**src/hdl/lrc_timestamp_parser_assert.svh**
```systemverilog
`ifndef LRC_TIMESTAMP_PARSER_ASSERT_SVH
`define LRC_TIMESTAMP_PARSER_ASSERT_SVH

// Same-cycle implication, checked outside reset.
`define LRC_ASSERT_NOW(lbl, clk, rst_n, ante, cons, msg) \
    lbl: assert property (@(posedge clk) disable iff (!rst_n) (ante) |-> (cons)) \
        else $error(msg);

// Next-cycle implication, checked outside reset.
`define LRC_ASSERT_NEXT(lbl, clk, rst_n, ante, cons, msg) \
    lbl: assert property (@(posedge clk) disable iff (!rst_n) (ante) |=> (cons)) \
        else $error(msg);

`endif

```
**src/hdl/lrc_ts_pkg.sv**
```systemverilog
package lrc_ts_pkg;

    localparam logic [15:0] LRC_MS_PER_MIN   = 16'd60000;
    localparam logic [9:0]  LRC_MS_PER_SEC   = 10'd1000;
    localparam logic [5:0]  LRC_SEC_LIMIT    = 6'd60;
    localparam logic [6:0]  LRC_FRAC_SCALE   = 7'd100;
    localparam logic [1:0]  LRC_FRAC_MAX_DIG = 2'd3;

    localparam logic [7:0]  LRC_CH_SPACE = 8'h20;
    localparam logic [7:0]  LRC_CH_HT    = 8'h09;
    localparam logic [7:0]  LRC_CH_CR    = 8'h0D;
    localparam logic [7:0]  LRC_CH_ZERO  = 8'h30;
    localparam logic [7:0]  LRC_CH_NINE  = 8'h39;
    localparam logic [7:0]  LRC_CH_COLON = 8'h3A;
    localparam logic [7:0]  LRC_CH_DOT   = 8'h2E;
    localparam logic [7:0]  LRC_CH_COMMA = 8'h2C;

    typedef struct packed {
        logic [7:0] char_code;
        logic       last;
    } t_lrc_req;

    typedef struct packed {
        logic [62:0] time_ms;
        logic        valid_res;
    } t_lrc_res;

endpackage

```
**src/hdl/lrc_ts_core.sv**
```systemverilog
`include "lrc_timestamp_parser_assert.svh"

module lrc_ts_core
    import lrc_ts_pkg::*;
(
    input  logic     i_clk,
    input  logic     i_rst_n,
    input  logic     i_step,
    input  t_lrc_req i_req,
    output t_lrc_res o_res
);

    localparam logic [1:0] PH_LEAD = 2'd0;
    localparam logic [1:0] PH_MIN  = 2'd1;
    localparam logic [1:0] PH_SEC  = 2'd2;
    localparam logic [1:0] PH_FRAC = 2'd3;

    logic [1:0]  r_phase, n_phase;
    logic [62:0] r_min_ms, n_min_ms;
    logic        r_big, n_big;
    logic [5:0]  r_sec, n_sec;
    logic [9:0]  r_frac, n_frac;
    logic [1:0]  r_fdig, n_fdig;
    logic        r_has, n_has;
    logic        r_space, n_space;
    logic        r_err, n_err;

    logic        is_ws;
    logic        is_digit;
    logic [3:0]  digit;
    logic [1:0]  cur_phase;
    logic [19:0] digit_ms;
    logic [67:0] min_prod;
    logic [9:0]  sec_prod;
    logic [13:0] frac_prod;
    logic [16:0] frac_ms;
    logic [16:0] rest_ms;
    logic [63:0] total;
    logic        parts_ok;
    logic        ok;

    // The minutes are kept already scaled to milliseconds, with a sticky flag once
    // that value no longer fits in 63 bits.
    always_comb begin
        is_ws     = (i_req.char_code == LRC_CH_SPACE) ||
                    (i_req.char_code inside {[LRC_CH_HT:LRC_CH_CR]});
        is_digit  = i_req.char_code inside {[LRC_CH_ZERO:LRC_CH_NINE]};
        digit     = i_req.char_code[3:0];
        cur_phase = (r_phase == PH_LEAD) ? PH_MIN : r_phase;
        digit_ms  = 20'(digit) * 20'(LRC_MS_PER_MIN);
        min_prod  = ({5'd0, r_min_ms} << 3) + ({5'd0, r_min_ms} << 1) + 68'(digit_ms);
        sec_prod  = 10'(r_sec) * 10'd10 + 10'(digit);
        frac_prod = 14'(r_frac) * 14'd10 + 14'(digit);

        n_phase  = r_phase;
        n_min_ms = r_min_ms;
        n_big    = r_big;
        n_sec    = r_sec;
        n_frac   = r_frac;
        n_fdig   = r_fdig;
        n_has    = r_has;
        n_space  = r_space;
        n_err    = r_err;

        if (!r_err) begin
            if (is_ws) begin
                if (r_phase != PH_LEAD) begin
                    n_space = 1'b1;
                end
            end else if (r_space) begin
                n_err = 1'b1;
            end else begin
                n_phase = cur_phase;
                case (cur_phase)
                    PH_MIN: begin
                        if (is_digit) begin
                            if (r_big || (min_prod[67:63] != 5'd0)) begin
                                n_big = 1'b1;
                            end else begin
                                n_min_ms = min_prod[62:0];
                            end
                            n_has = 1'b1;
                        end else if (i_req.char_code == LRC_CH_COLON && r_has) begin
                            n_phase = PH_SEC;
                            n_has   = 1'b0;
                        end else begin
                            n_err = 1'b1;
                        end
                    end
                    PH_SEC: begin
                        if (is_digit) begin
                            n_sec = (sec_prod > 10'(LRC_SEC_LIMIT)) ? LRC_SEC_LIMIT
                                                                   : sec_prod[5:0];
                            n_has = 1'b1;
                        end else if ((i_req.char_code == LRC_CH_DOT ||
                                      i_req.char_code == LRC_CH_COMMA) && r_has) begin
                            n_phase = PH_FRAC;
                            n_has   = 1'b0;
                        end else begin
                            n_err = 1'b1;
                        end
                    end
                    PH_FRAC: begin
                        if (is_digit && r_fdig < LRC_FRAC_MAX_DIG) begin
                            n_frac = frac_prod[9:0];
                            n_fdig = r_fdig + 2'd1;
                        end else begin
                            n_err = 1'b1;
                        end
                    end
                    default: begin
                        n_err = 1'b1;
                    end
                endcase
            end
        end

        case (n_fdig)
            2'd1:    frac_ms = 17'(n_frac) * 17'(LRC_FRAC_SCALE);
            2'd2:    frac_ms = 17'(n_frac) * 17'd10;
            default: frac_ms = 17'(n_frac);
        endcase
        rest_ms = 17'(n_sec) * 17'(LRC_MS_PER_SEC) + frac_ms;
        total   = {1'b0, r_min_ms} + 64'(rest_ms);

        case (n_phase)
            PH_SEC:  parts_ok = n_has;
            PH_FRAC: parts_ok = (n_fdig != 2'd0);
            default: parts_ok = 1'b0;
        endcase
        ok = !n_err && !n_big && parts_ok && (n_sec < LRC_SEC_LIMIT) && !total[63];

        o_res.valid_res = ok;
        o_res.time_ms   = ok ? total[62:0] : 63'd0;
    end

    always_ff @(posedge i_clk) begin
        if (!i_rst_n) begin
            r_phase  <= PH_LEAD;
            r_min_ms <= '0;
            r_big    <= 1'b0;
            r_sec    <= '0;
            r_frac   <= '0;
            r_fdig   <= '0;
            r_has    <= 1'b0;
            r_space  <= 1'b0;
            r_err    <= 1'b0;
        end else if (i_step) begin
            if (i_req.last) begin
                r_phase  <= PH_LEAD;
                r_min_ms <= '0;
                r_big    <= 1'b0;
                r_sec    <= '0;
                r_frac   <= '0;
                r_fdig   <= '0;
                r_has    <= 1'b0;
                r_space  <= 1'b0;
                r_err    <= 1'b0;
            end else begin
                r_phase  <= n_phase;
                r_min_ms <= n_min_ms;
                r_big    <= n_big;
                r_sec    <= n_sec;
                r_frac   <= n_frac;
                r_fdig   <= n_fdig;
                r_has    <= n_has;
                r_space  <= n_space;
                r_err    <= n_err;
            end
        end
    end

    `LRC_ASSERT_NOW(a_err_after_content, i_clk, i_rst_n, r_err, r_phase != PH_LEAD, "error flagged before any content")
    `LRC_ASSERT_NEXT(a_field_restart, i_clk, i_rst_n, i_step && i_req.last, (r_phase == PH_LEAD) && !r_err && !r_big && !r_space, "state not cleared after the last character")
    `LRC_ASSERT_NOW(a_big_in_minutes, i_clk, i_rst_n, r_big, r_phase != PH_LEAD, "minutes overflow without minutes digits")

endmodule

```
**src/hdl/lrc_timestamp_parser.sv**
```systemverilog
// Channel   Direction  Handshake               Payload
// s         in         i_s_tvalid/o_s_tready   i_s_tdata = char_code, i_s_tlast = last
// m         out        o_m_tvalid/i_m_tready   o_m_tdata = valid_res, time_ms
//
// One character request is taken per cycle while no stalled result holds back
// a last character; a field's result passes the input register, then the result register.
// The core parses each character in a combinational step with registered state.
// Reset is synchronous and active low; it returns the parser to the leading-whitespace state.
// A stalled result holds only the last character of the next field; other
// characters keep flowing into the parser.

`include "lrc_timestamp_parser_assert.svh"

module lrc_timestamp_parser
    import lrc_ts_pkg::*;
(
    input  logic        i_clk,
    input  logic        i_rst_n,
    input  logic        i_s_tvalid,
    output logic        o_s_tready,
    input  logic [7:0]  i_s_tdata,   // [7:0] char_code
    input  logic        i_s_tlast,
    output logic        o_m_tvalid,
    input  logic        i_m_tready,
    output logic [63:0] o_m_tdata    // [0] valid_res, [63:1] time_ms
);

    logic     r_in_valid;
    t_lrc_req r_in_req;
    logic     r_out_valid;
    t_lrc_res r_out_res;
    t_lrc_res core_res;
    logic     out_free;
    logic     step;

    assign out_free   = !r_out_valid || i_m_tready;
    assign step       = r_in_valid && (!r_in_req.last || out_free);
    assign o_s_tready = !r_in_valid || step;
    assign o_m_tvalid = r_out_valid;
    assign o_m_tdata  = r_out_res;

    lrc_ts_core u_core (
        .i_clk   (i_clk),
        .i_rst_n (i_rst_n),
        .i_step  (step),
        .i_req   (r_in_req),
        .o_res   (core_res)
    );

    always_ff @(posedge i_clk) begin
        if (!i_rst_n) begin
            r_in_valid <= 1'b0;
        end else if (o_s_tready) begin
            r_in_valid <= i_s_tvalid;
        end
    end

    always_ff @(posedge i_clk) begin
        if (o_s_tready && i_s_tvalid) begin
            r_in_req.char_code <= i_s_tdata;
            r_in_req.last      <= i_s_tlast;
        end
    end

    always_ff @(posedge i_clk) begin
        if (!i_rst_n) begin
            r_out_valid <= 1'b0;
        end else if (out_free) begin
            r_out_valid <= step && r_in_req.last;
        end
    end

    always_ff @(posedge i_clk) begin
        if (step && r_in_req.last) begin
            r_out_res <= core_res;
        end
    end

    `LRC_ASSERT_NEXT(a_last_gives_result, i_clk, i_rst_n,
        step && r_in_req.last, r_out_valid, "last character did not produce a result")
    `LRC_ASSERT_NOW(a_invalid_is_zero, i_clk, i_rst_n,
        r_out_valid && !r_out_res.valid_res, r_out_res.time_ms == 63'd0,
        "invalid result carries a nonzero time")
    `LRC_ASSERT_NOW(a_no_overwrite, i_clk, i_rst_n,
        r_out_valid && !i_m_tready, !(step && r_in_req.last), "pending result overwritten")

endmodule

```
**config.mk**
```make
export PLATFORM = sky130hd
export DESIGN_NAME = lrc_timestamp_parser
export DESIGN_NICKNAME = d
export VERILOG_FILES = /design/src/hdl/lrc_ts_pkg.sv /design/src/hdl/lrc_ts_core.sv /design/src/hdl/lrc_timestamp_parser.sv
export VERILOG_INCLUDE_DIRS = /design/src /design/src/hdl
export SDC_FILE = /design/constraint.sdc
export NUM_CORES = 1
export LEC_CHECK = 0
export BUFFER_PORTS_ARGS = -buffer_cell sky130_fd_sc_hd__buf_2
export CORE_AREA = 2 2 174 176
export CTS_CLUSTER_DIAMETER = 120
export DETAILED_ROUTE_END_ITERATION = 12
export DIE_AREA = 0 0 176 178
export MAX_ROUTING_LAYER = met4
export PLACE_DENSITY_LB_ADDON = 0.1
export SETUP_SLACK_MARGIN = 0.2
export SYNTH_ARGS = -nofsm -noshare
export SYNTH_HDL_FRONTEND = slang
export SYNTH_SLANG_ARGS = --single-unit
export TNS_END_PERCENT = 10
```
**constraint.sdc**
```tcl
create_clock -name i_clk -period 12.75 [get_ports i_clk]
set_clock_uncertainty 0.2 [all_clocks]
set_input_delay 0.6375 -clock i_clk [delete_from_list [all_inputs] [get_ports i_clk]]
set_output_delay 0.6375 -clock i_clk [all_outputs]
set_load 0.03 [all_outputs]
```
==> flow_summary.toml, run 1 <==
[yosys]
synth_top_cell_by_area = "ha_1"
ys_ff_latch = 157
synth_area_leaders = "ha_1 16%, edfxtp_1 13%, dfxtp_1 9.7%"
synthMuxAreaShare_pct = 1.904
synth_fp_nets = 2404
synthesis.area_um2 = 17420
synth_area_per_cell_um2 = 8.139
yosysUniqueCellTypes = 89
synth_top_family_by_area = "simple AND/OR/NAND/NOR gates"
async_flop_share_pct = 0
synthAdderAreaFrac_pct = 19.17
ys.flop_type = "dfxtp_1"
synthCells = 2140
synth_compound_area_share_pct = 20.56
ys_warn_count = 0
synth-simple-area-share_pct = 20.98
synth_top_area_share_pct = 16.23
yosysSeqAreaShare_pct = 22.24
synth_edf_count = 73
synth-xor-area-share_pct = 10.50

[die]
fp.dieW_um = 176
io_pins = 79
die_height_um = 178
rows = 63
initial_core_util_pct = 59.24
fp.coreArea_um2 = 29400
dieArea_um2 = 31330

[detailed_routing]
drt_iter0_drc = 1051
antenna_left = 0
routed_wl_mm = 50.63
vias_per_cell = 6.207
vias = 15950
wl_per_cell_um = 19.70
drc = 0
firstDrtPassIters = 5

[sta]
period_minus_slack_ps = 10560
finalMaxSlewViolations = 0
clock.fmax_mhz = 94.67
fin_crit_sh_pct = 82.85
hold_violations = 0
rsz0062_at_grt = "false"
relSlewSlack_pct = 21.46
fin_tns_setup_ps = 0
worst_slew_pin_slew_ps = 1178
setup_viol = 0

[placement]
placedCellCount = 2538
place_congestion = 1.007
dp_hpwl_mm = 40.02
port_buffers = 78

[global_routing]
grt_pass1_wl_mm = 79.76
grt_usage_pct = 33.25
first_global_vias = 15470
grt_max_degree = 61
antenna_found_initial = 0
grt_overflow = 0

[setup_path]
slowest_stage = "or4b_2"
worstSetupPathType = "register to register"
cp_max_fo = 49
arrival_ps = 10540
crit_path_end_kind = "register"
crit_required_ps = 12730
setup.worst_path.start_class = "register"
path_common_cell = "ha_1"
crit_family = "compound AO/OA/AOI/OAI gates"
slowest_delay_ps = 810
cp.buffers_inverters = 4

[final_layout]
layout.nets = 2431
area_growth_pct = 6.781
drive_gt1_share_pct = 7.615
antenna-diode-count = 0
fillers = 2652
multi_input_area_um2 = 12770
utilization_pct = 63.26
seqCellArea_um2 = 3874
final_cells = 2570

[clock_network]
numClockSinks = 157
cts_hold_buffers = 0
post_cts_buffers = 0
clock_latency_ps = 450
cts_made_buffers = 17
post_cts_resized = 0
h-tree-depth = 4
clk_transition_reported_paths_ps = 70
root_buffer = "clkbuf_16"
cts_tree = "built"
cts.path.max_buffers = 2

[power]
p_leak_nw = 7.960
vdd_drop_max_mv = 0.07774
power_density_nw_per_um2 = 62.63

[run_status]
status = "finished, final reports clean"

[worst_hold_path]
hp-class = "primary input to register"

[run]
cap_violations = 0
[power by group]
group | switching, mW | total, mW | internal (mW)
clock | 0.242 | 0.511 | 0.269
sequential | 0.00557 | 0.535 | 0.530
combinational | 0.0745 | 0.119 | 0.0443
[flip-flops by register name, indices dropped and copies added (netlist names)]
signal and flops:
u_core.r_fdig 2, u_core.r_phase 2, u_core.r_sec 6, r_in_req 9, r_in_valid 1, o_m_tvalid 1, o_m_tdata 64, u_core.r_space 1
u_core.r_has 1, u_core.r_frac 10, u_core.r_min_ms 58, u_core.r_big 1, u_core.r_err 1
[per-layer routing]
metal / global-route usage (%) / share of wire, % / vias to the layer above
li1: - / - / 7799
met1: 38.24 / 42 / 7569
met2: 58.79 / 50 / 471
met3: 2.962 / 4.1 / 114
met4: 15.63 / 4.8 / 0
met5: - / 0 / -
[stage by stage]
stage	area (um2)	hold WS (ps)	setup WS, ps	power, mW
5_1_grt	18600	146.9	1258	1.195
2_1_floorplan	17420	265.2	3415	0.6328
3_3_place_gp	18050	300.3	2682	0.6609
6_report	18600	158.1	2187	1.165
3_5_place_dp	18050	305.5	2318	0.6632
4_1_cts	18600	153.2	2266	1.165
[final timing paths]
path                                           startpoint                           to  slack [ps]  depth (start not counted)
worst max-delay path                r_in_req[1]$_DFFE_PP_  o_m_tdata[61]$_SDFFCE_PN0P_        2190                         33
worst min-delay path                            i_s_tlast        r_in_req[0]$_DFFE_PP_         160                          1
worst max register to register      r_in_req[1]$_DFFE_PP_  o_m_tdata[61]$_SDFFCE_PN0P_        2190                         33
worst min register to register  u_core.r_big$_SDFFE_PN0P_    u_core.r_big$_SDFFE_PN0P_         330                          1
[worst register-to-register path, delay by kind of cell, from the launching register on]
kind	cells	cell delay, ps
flip-flops	1	670
XOR/XNOR	3	440
adder cells (fa/ha/maj)	8	2750
AND/OR/NAND/NOR	6	1830
AO/OA/AOI/OAI	12	3370
buffers and inverters	4	1030
[synthesized netlist by cell type, types with 25 or more instances]
cell type / instances
nand2_1: 229
ha_1: 226
nor2_1: 183
a21oi_1: 165
xnor2_1: 122
inv_1: 117
o21ai_0: 98
xor2_1: 85
dfxtp_1: 84
edfxtp_1: 73
nand3_1: 62
clkbuf_1: 52
nand4_1: 50
a21o_1: 45
nor3_1: 35
and2_1: 30
o32ai_1: 30
and3_1: 27
mux2i_1: 26
nor2b_1: 26
fa_1: 25
[layout by cell type, fill, tap and decap left out, types with 22 or more instances in the layout]
master    netlist  routed
a21o_1         45      45
a21oi_1       165     165
a22oi_1        22      22
and2_1         30      29
and3_1         27      27
buf_2          22      78
dfxtp_1        84      84
edfxtp_1       73      73
fa_1           25      25
ha_1          226     226
inv_1         117     116
mux2i_1        26      26
nand2_1       229     229
nand3_1        62      62
nand4_1        50      50
nor2_1        183     183
nor2b_1        26      25
nor3_1         35      34
o21ai_0        98      98
o32ai_1        30      30
xnor2_1       122     122
xor2_1         85      85
[area by class of cell]
| class | count | share of cell area [%] |
|---|---|---|
| multi-input combinational | 1784 | 68.66 |
| inverter | 117 | 2.361 |
| sequential | 157 | 20.83 |
| tap | 390 | 2.624 |
| timing repair buffer | 90 | 2.583 |
| clock buffer | 18 | 2.307 |
| clock inverter | 14 | 0.6391 |
[cells by family (layout without fill, tap and decap cells)]
kind of cell    Yosys count  after routing
flops                   157            157
simple gates            741            741
xor+xnor                208            208
fa+ha+maj               252            252
mux                      32             32
compound gates          551            551
buf+inv                 199            239
Note: power is estimated with default switching activity, not from simulation.
==> inputs of run 2 (changes only) <==
==> constraint.sdc (replaced) <==
create_clock -name i_clk -period 10.74 [get_ports i_clk]
set_clock_uncertainty 0.2 [all_clocks]
set_input_delay 0.537 -clock i_clk [delete_from_list [all_inputs] [get_ports i_clk]]
set_output_delay 0.537 -clock i_clk [all_outputs]
set_load 0.03 [all_outputs]
==> flow_summary.toml, run 2 (synthesis results as in run 1) <==
[run_status]
status = "finished, final reports clean"

[sta]
fin_tns_setup_ps = 0
rsz0062_at_grt = "false"
hold_violations = 0
fin_crit_sh_pct = 91.39
period_minus_slack_ps = 9815
clock.fmax_mhz = 101.9
relSlewSlack_pct = 28.86
worst_slew_pin_slew_ps = 1059
finalMaxSlewViolations = 0
setup_viol = 0

[detailed_routing]
routed_wl_mm = 50.59
antenna_left = 0
vias = 15970
firstDrtPassIters = 7
wl_per_cell_um = 19.63
drt_iter0_drc = 1183
vias_per_cell = 6.196
drc = 0

[setup_path]
crit_path_end_kind = "register"
setup.worst_path.start_class = "register"
startpoint = "r_in_req[3]$_DFFE_PP_"
slowest_stage = "or4b_2"
crit_required_ps = 10720
cp_max_fo = 49
reg2reg_from = "r_in_req[3]$_DFFE_PP_"
arrival_ps = 9790
worstSetupPathType = "register to register"
slowest_delay_ps = 800
path_common_cell = "ha_1"

[worst_hold_path]
hp-start = "i_s_tlast"
hp-class = "primary input to register"

[final_layout]
layout.nets = 2438
drive_gt1_share_pct = 8.139
mostFrequentLayoutCells = "229 x nand2_1, 226 x ha_1, 183 x nor2_1"
mostFrequentLayoutCell = "nand2_1"
area_growth_pct = 7.169
antenna-diode-count = 0
utilization_pct = 63.49
largest_reg_flops = 64

[placement]
place_congestion = 0.9885
dp_hpwl_mm = 40.38
port_buffers = 78

[clock_network]
cts_tree = "built"
numClockSinks = 157
cts_made_buffers = 17
cts.path.max_buffers = 2
root_buffer = "clkbuf_16"
clock_latency_ps = 450
cts_hold_buffers = 0
post_cts_buffers = 0
h-tree-depth = 4
clk_transition_reported_paths_ps = 70
post_cts_resized = 0

[die]
io_pins = 79
fp.dieW_um = 176
initial_core_util_pct = 59.24
die_height_um = 178
rows = 63
dieArea_um2 = 31330
fp.coreArea_um2 = 29400

[power]
power_density_nw_per_um2 = 73.81
p_leak_nw = 8.015
p_switching_mw = 0.3911
p_int_mw = 0.9866
pwr-share-clk_pct = 43.6
total_power_mw = 1.378
vdd_drop_max_mv = 0.08440
seqPwrFrac_pct = 46.1
power_switching_share_pct = 28.39
pwr-share-comb_pct = 10.4

[global_routing]
grt_usage_pct = 33.11
grt_overflow = 0
first_global_vias = 15330
grtUsageMet3_pct = 3.240
grt_pass1_wl_mm = 79.92
antenna_found_initial = 0
top_usage_layer = "met2"
grt_use_met2_pct = 57.96
grt_max_degree = 58
use_met1_pct = 39.16

[run]
cap_violations = 0
==> run 2: per-stage QoR <==
step | hold WS (ps) | cell area, um2 | instances | setup slack, ps
2_1_floorplan | 265.2 | 17420 | 2140 | 1405
3_3_place_gp | 302.6 | 18100 | 2545 | 1015
3_5_place_dp | 296.4 | 18100 | 2545 | 677.3
4_1_cts | 61.70 | 18650 | 2577 | 636.9
5_1_grt | 54.78 | 18670 | 2577 | 251.8
6_report | 64.46 | 18670 | 2577 | 925.2
==> run 2: area by class of cell <==
cell class | count | area (um2)
Clock buffer | 17 | 425.4
Clock inverter | 15 | 122.6
Fill cell | 2586 | 10740
Inverter | 117 | 439.2
Multi-Input combinational cell | 1784 | 12780
Sequential cell | 157 | 3874
Tap cell | 390 | 488.0
Timing Repair Buffer | 97 | 533.0
==> run 2: power groups by stage <==
stage	sequential (mW)	combinational (mW)	clock, mW
after floorplan	0.653	0.0978	0
after detailed placement	0.648	0.140	0
after global routing	0.636	0.157	0.621
after CTS	0.635	0.142	0.599
final	0.635	0.143	0.600
after global placement	0.648	0.136	0
==> run 2: final timing paths <==
check,to,slack [ps],depth (start not counted)
worst max-delay path,o_m_tdata[17]$_SDFFCE_PN0P_,930,34
worst min-delay path,r_in_req[0]$_DFFE_PP_,60,1
worst max register to register,o_m_tdata[17]$_SDFFCE_PN0P_,930,34
worst min register to register,u_core.r_big$_SDFFE_PN0P_,330,1
==> run 2: routing by layer <==
| layer | wire length [um] | up-vias | part of all wire, % |
|---|---|---|---|
| met5 | 0 | - | 0 |
| met4 | 2014 | 0 | 4.0 |
| met3 | 2125 | 125 | 4.2 |
| met2 | 24810 | 472 | 49 |
| met1 | 21630 | 7550 | 43 |
| li1 | - | 7821 | - |
==> run 2: worst max-delay path, delay by kind of cell (launching register included) <==
| kind | cells | cell delay (ps) |
|---|---|---|
| mux | 1 | 420 |
| compound gates | 11 | 2420 |
| xor+xnor | 1 | 130 |
| fa+ha+maj | 7 | 2440 |
| flops | 1 | 690 |
| buf+inv | 6 | 1100 |
| simple gates | 8 | 2090 |
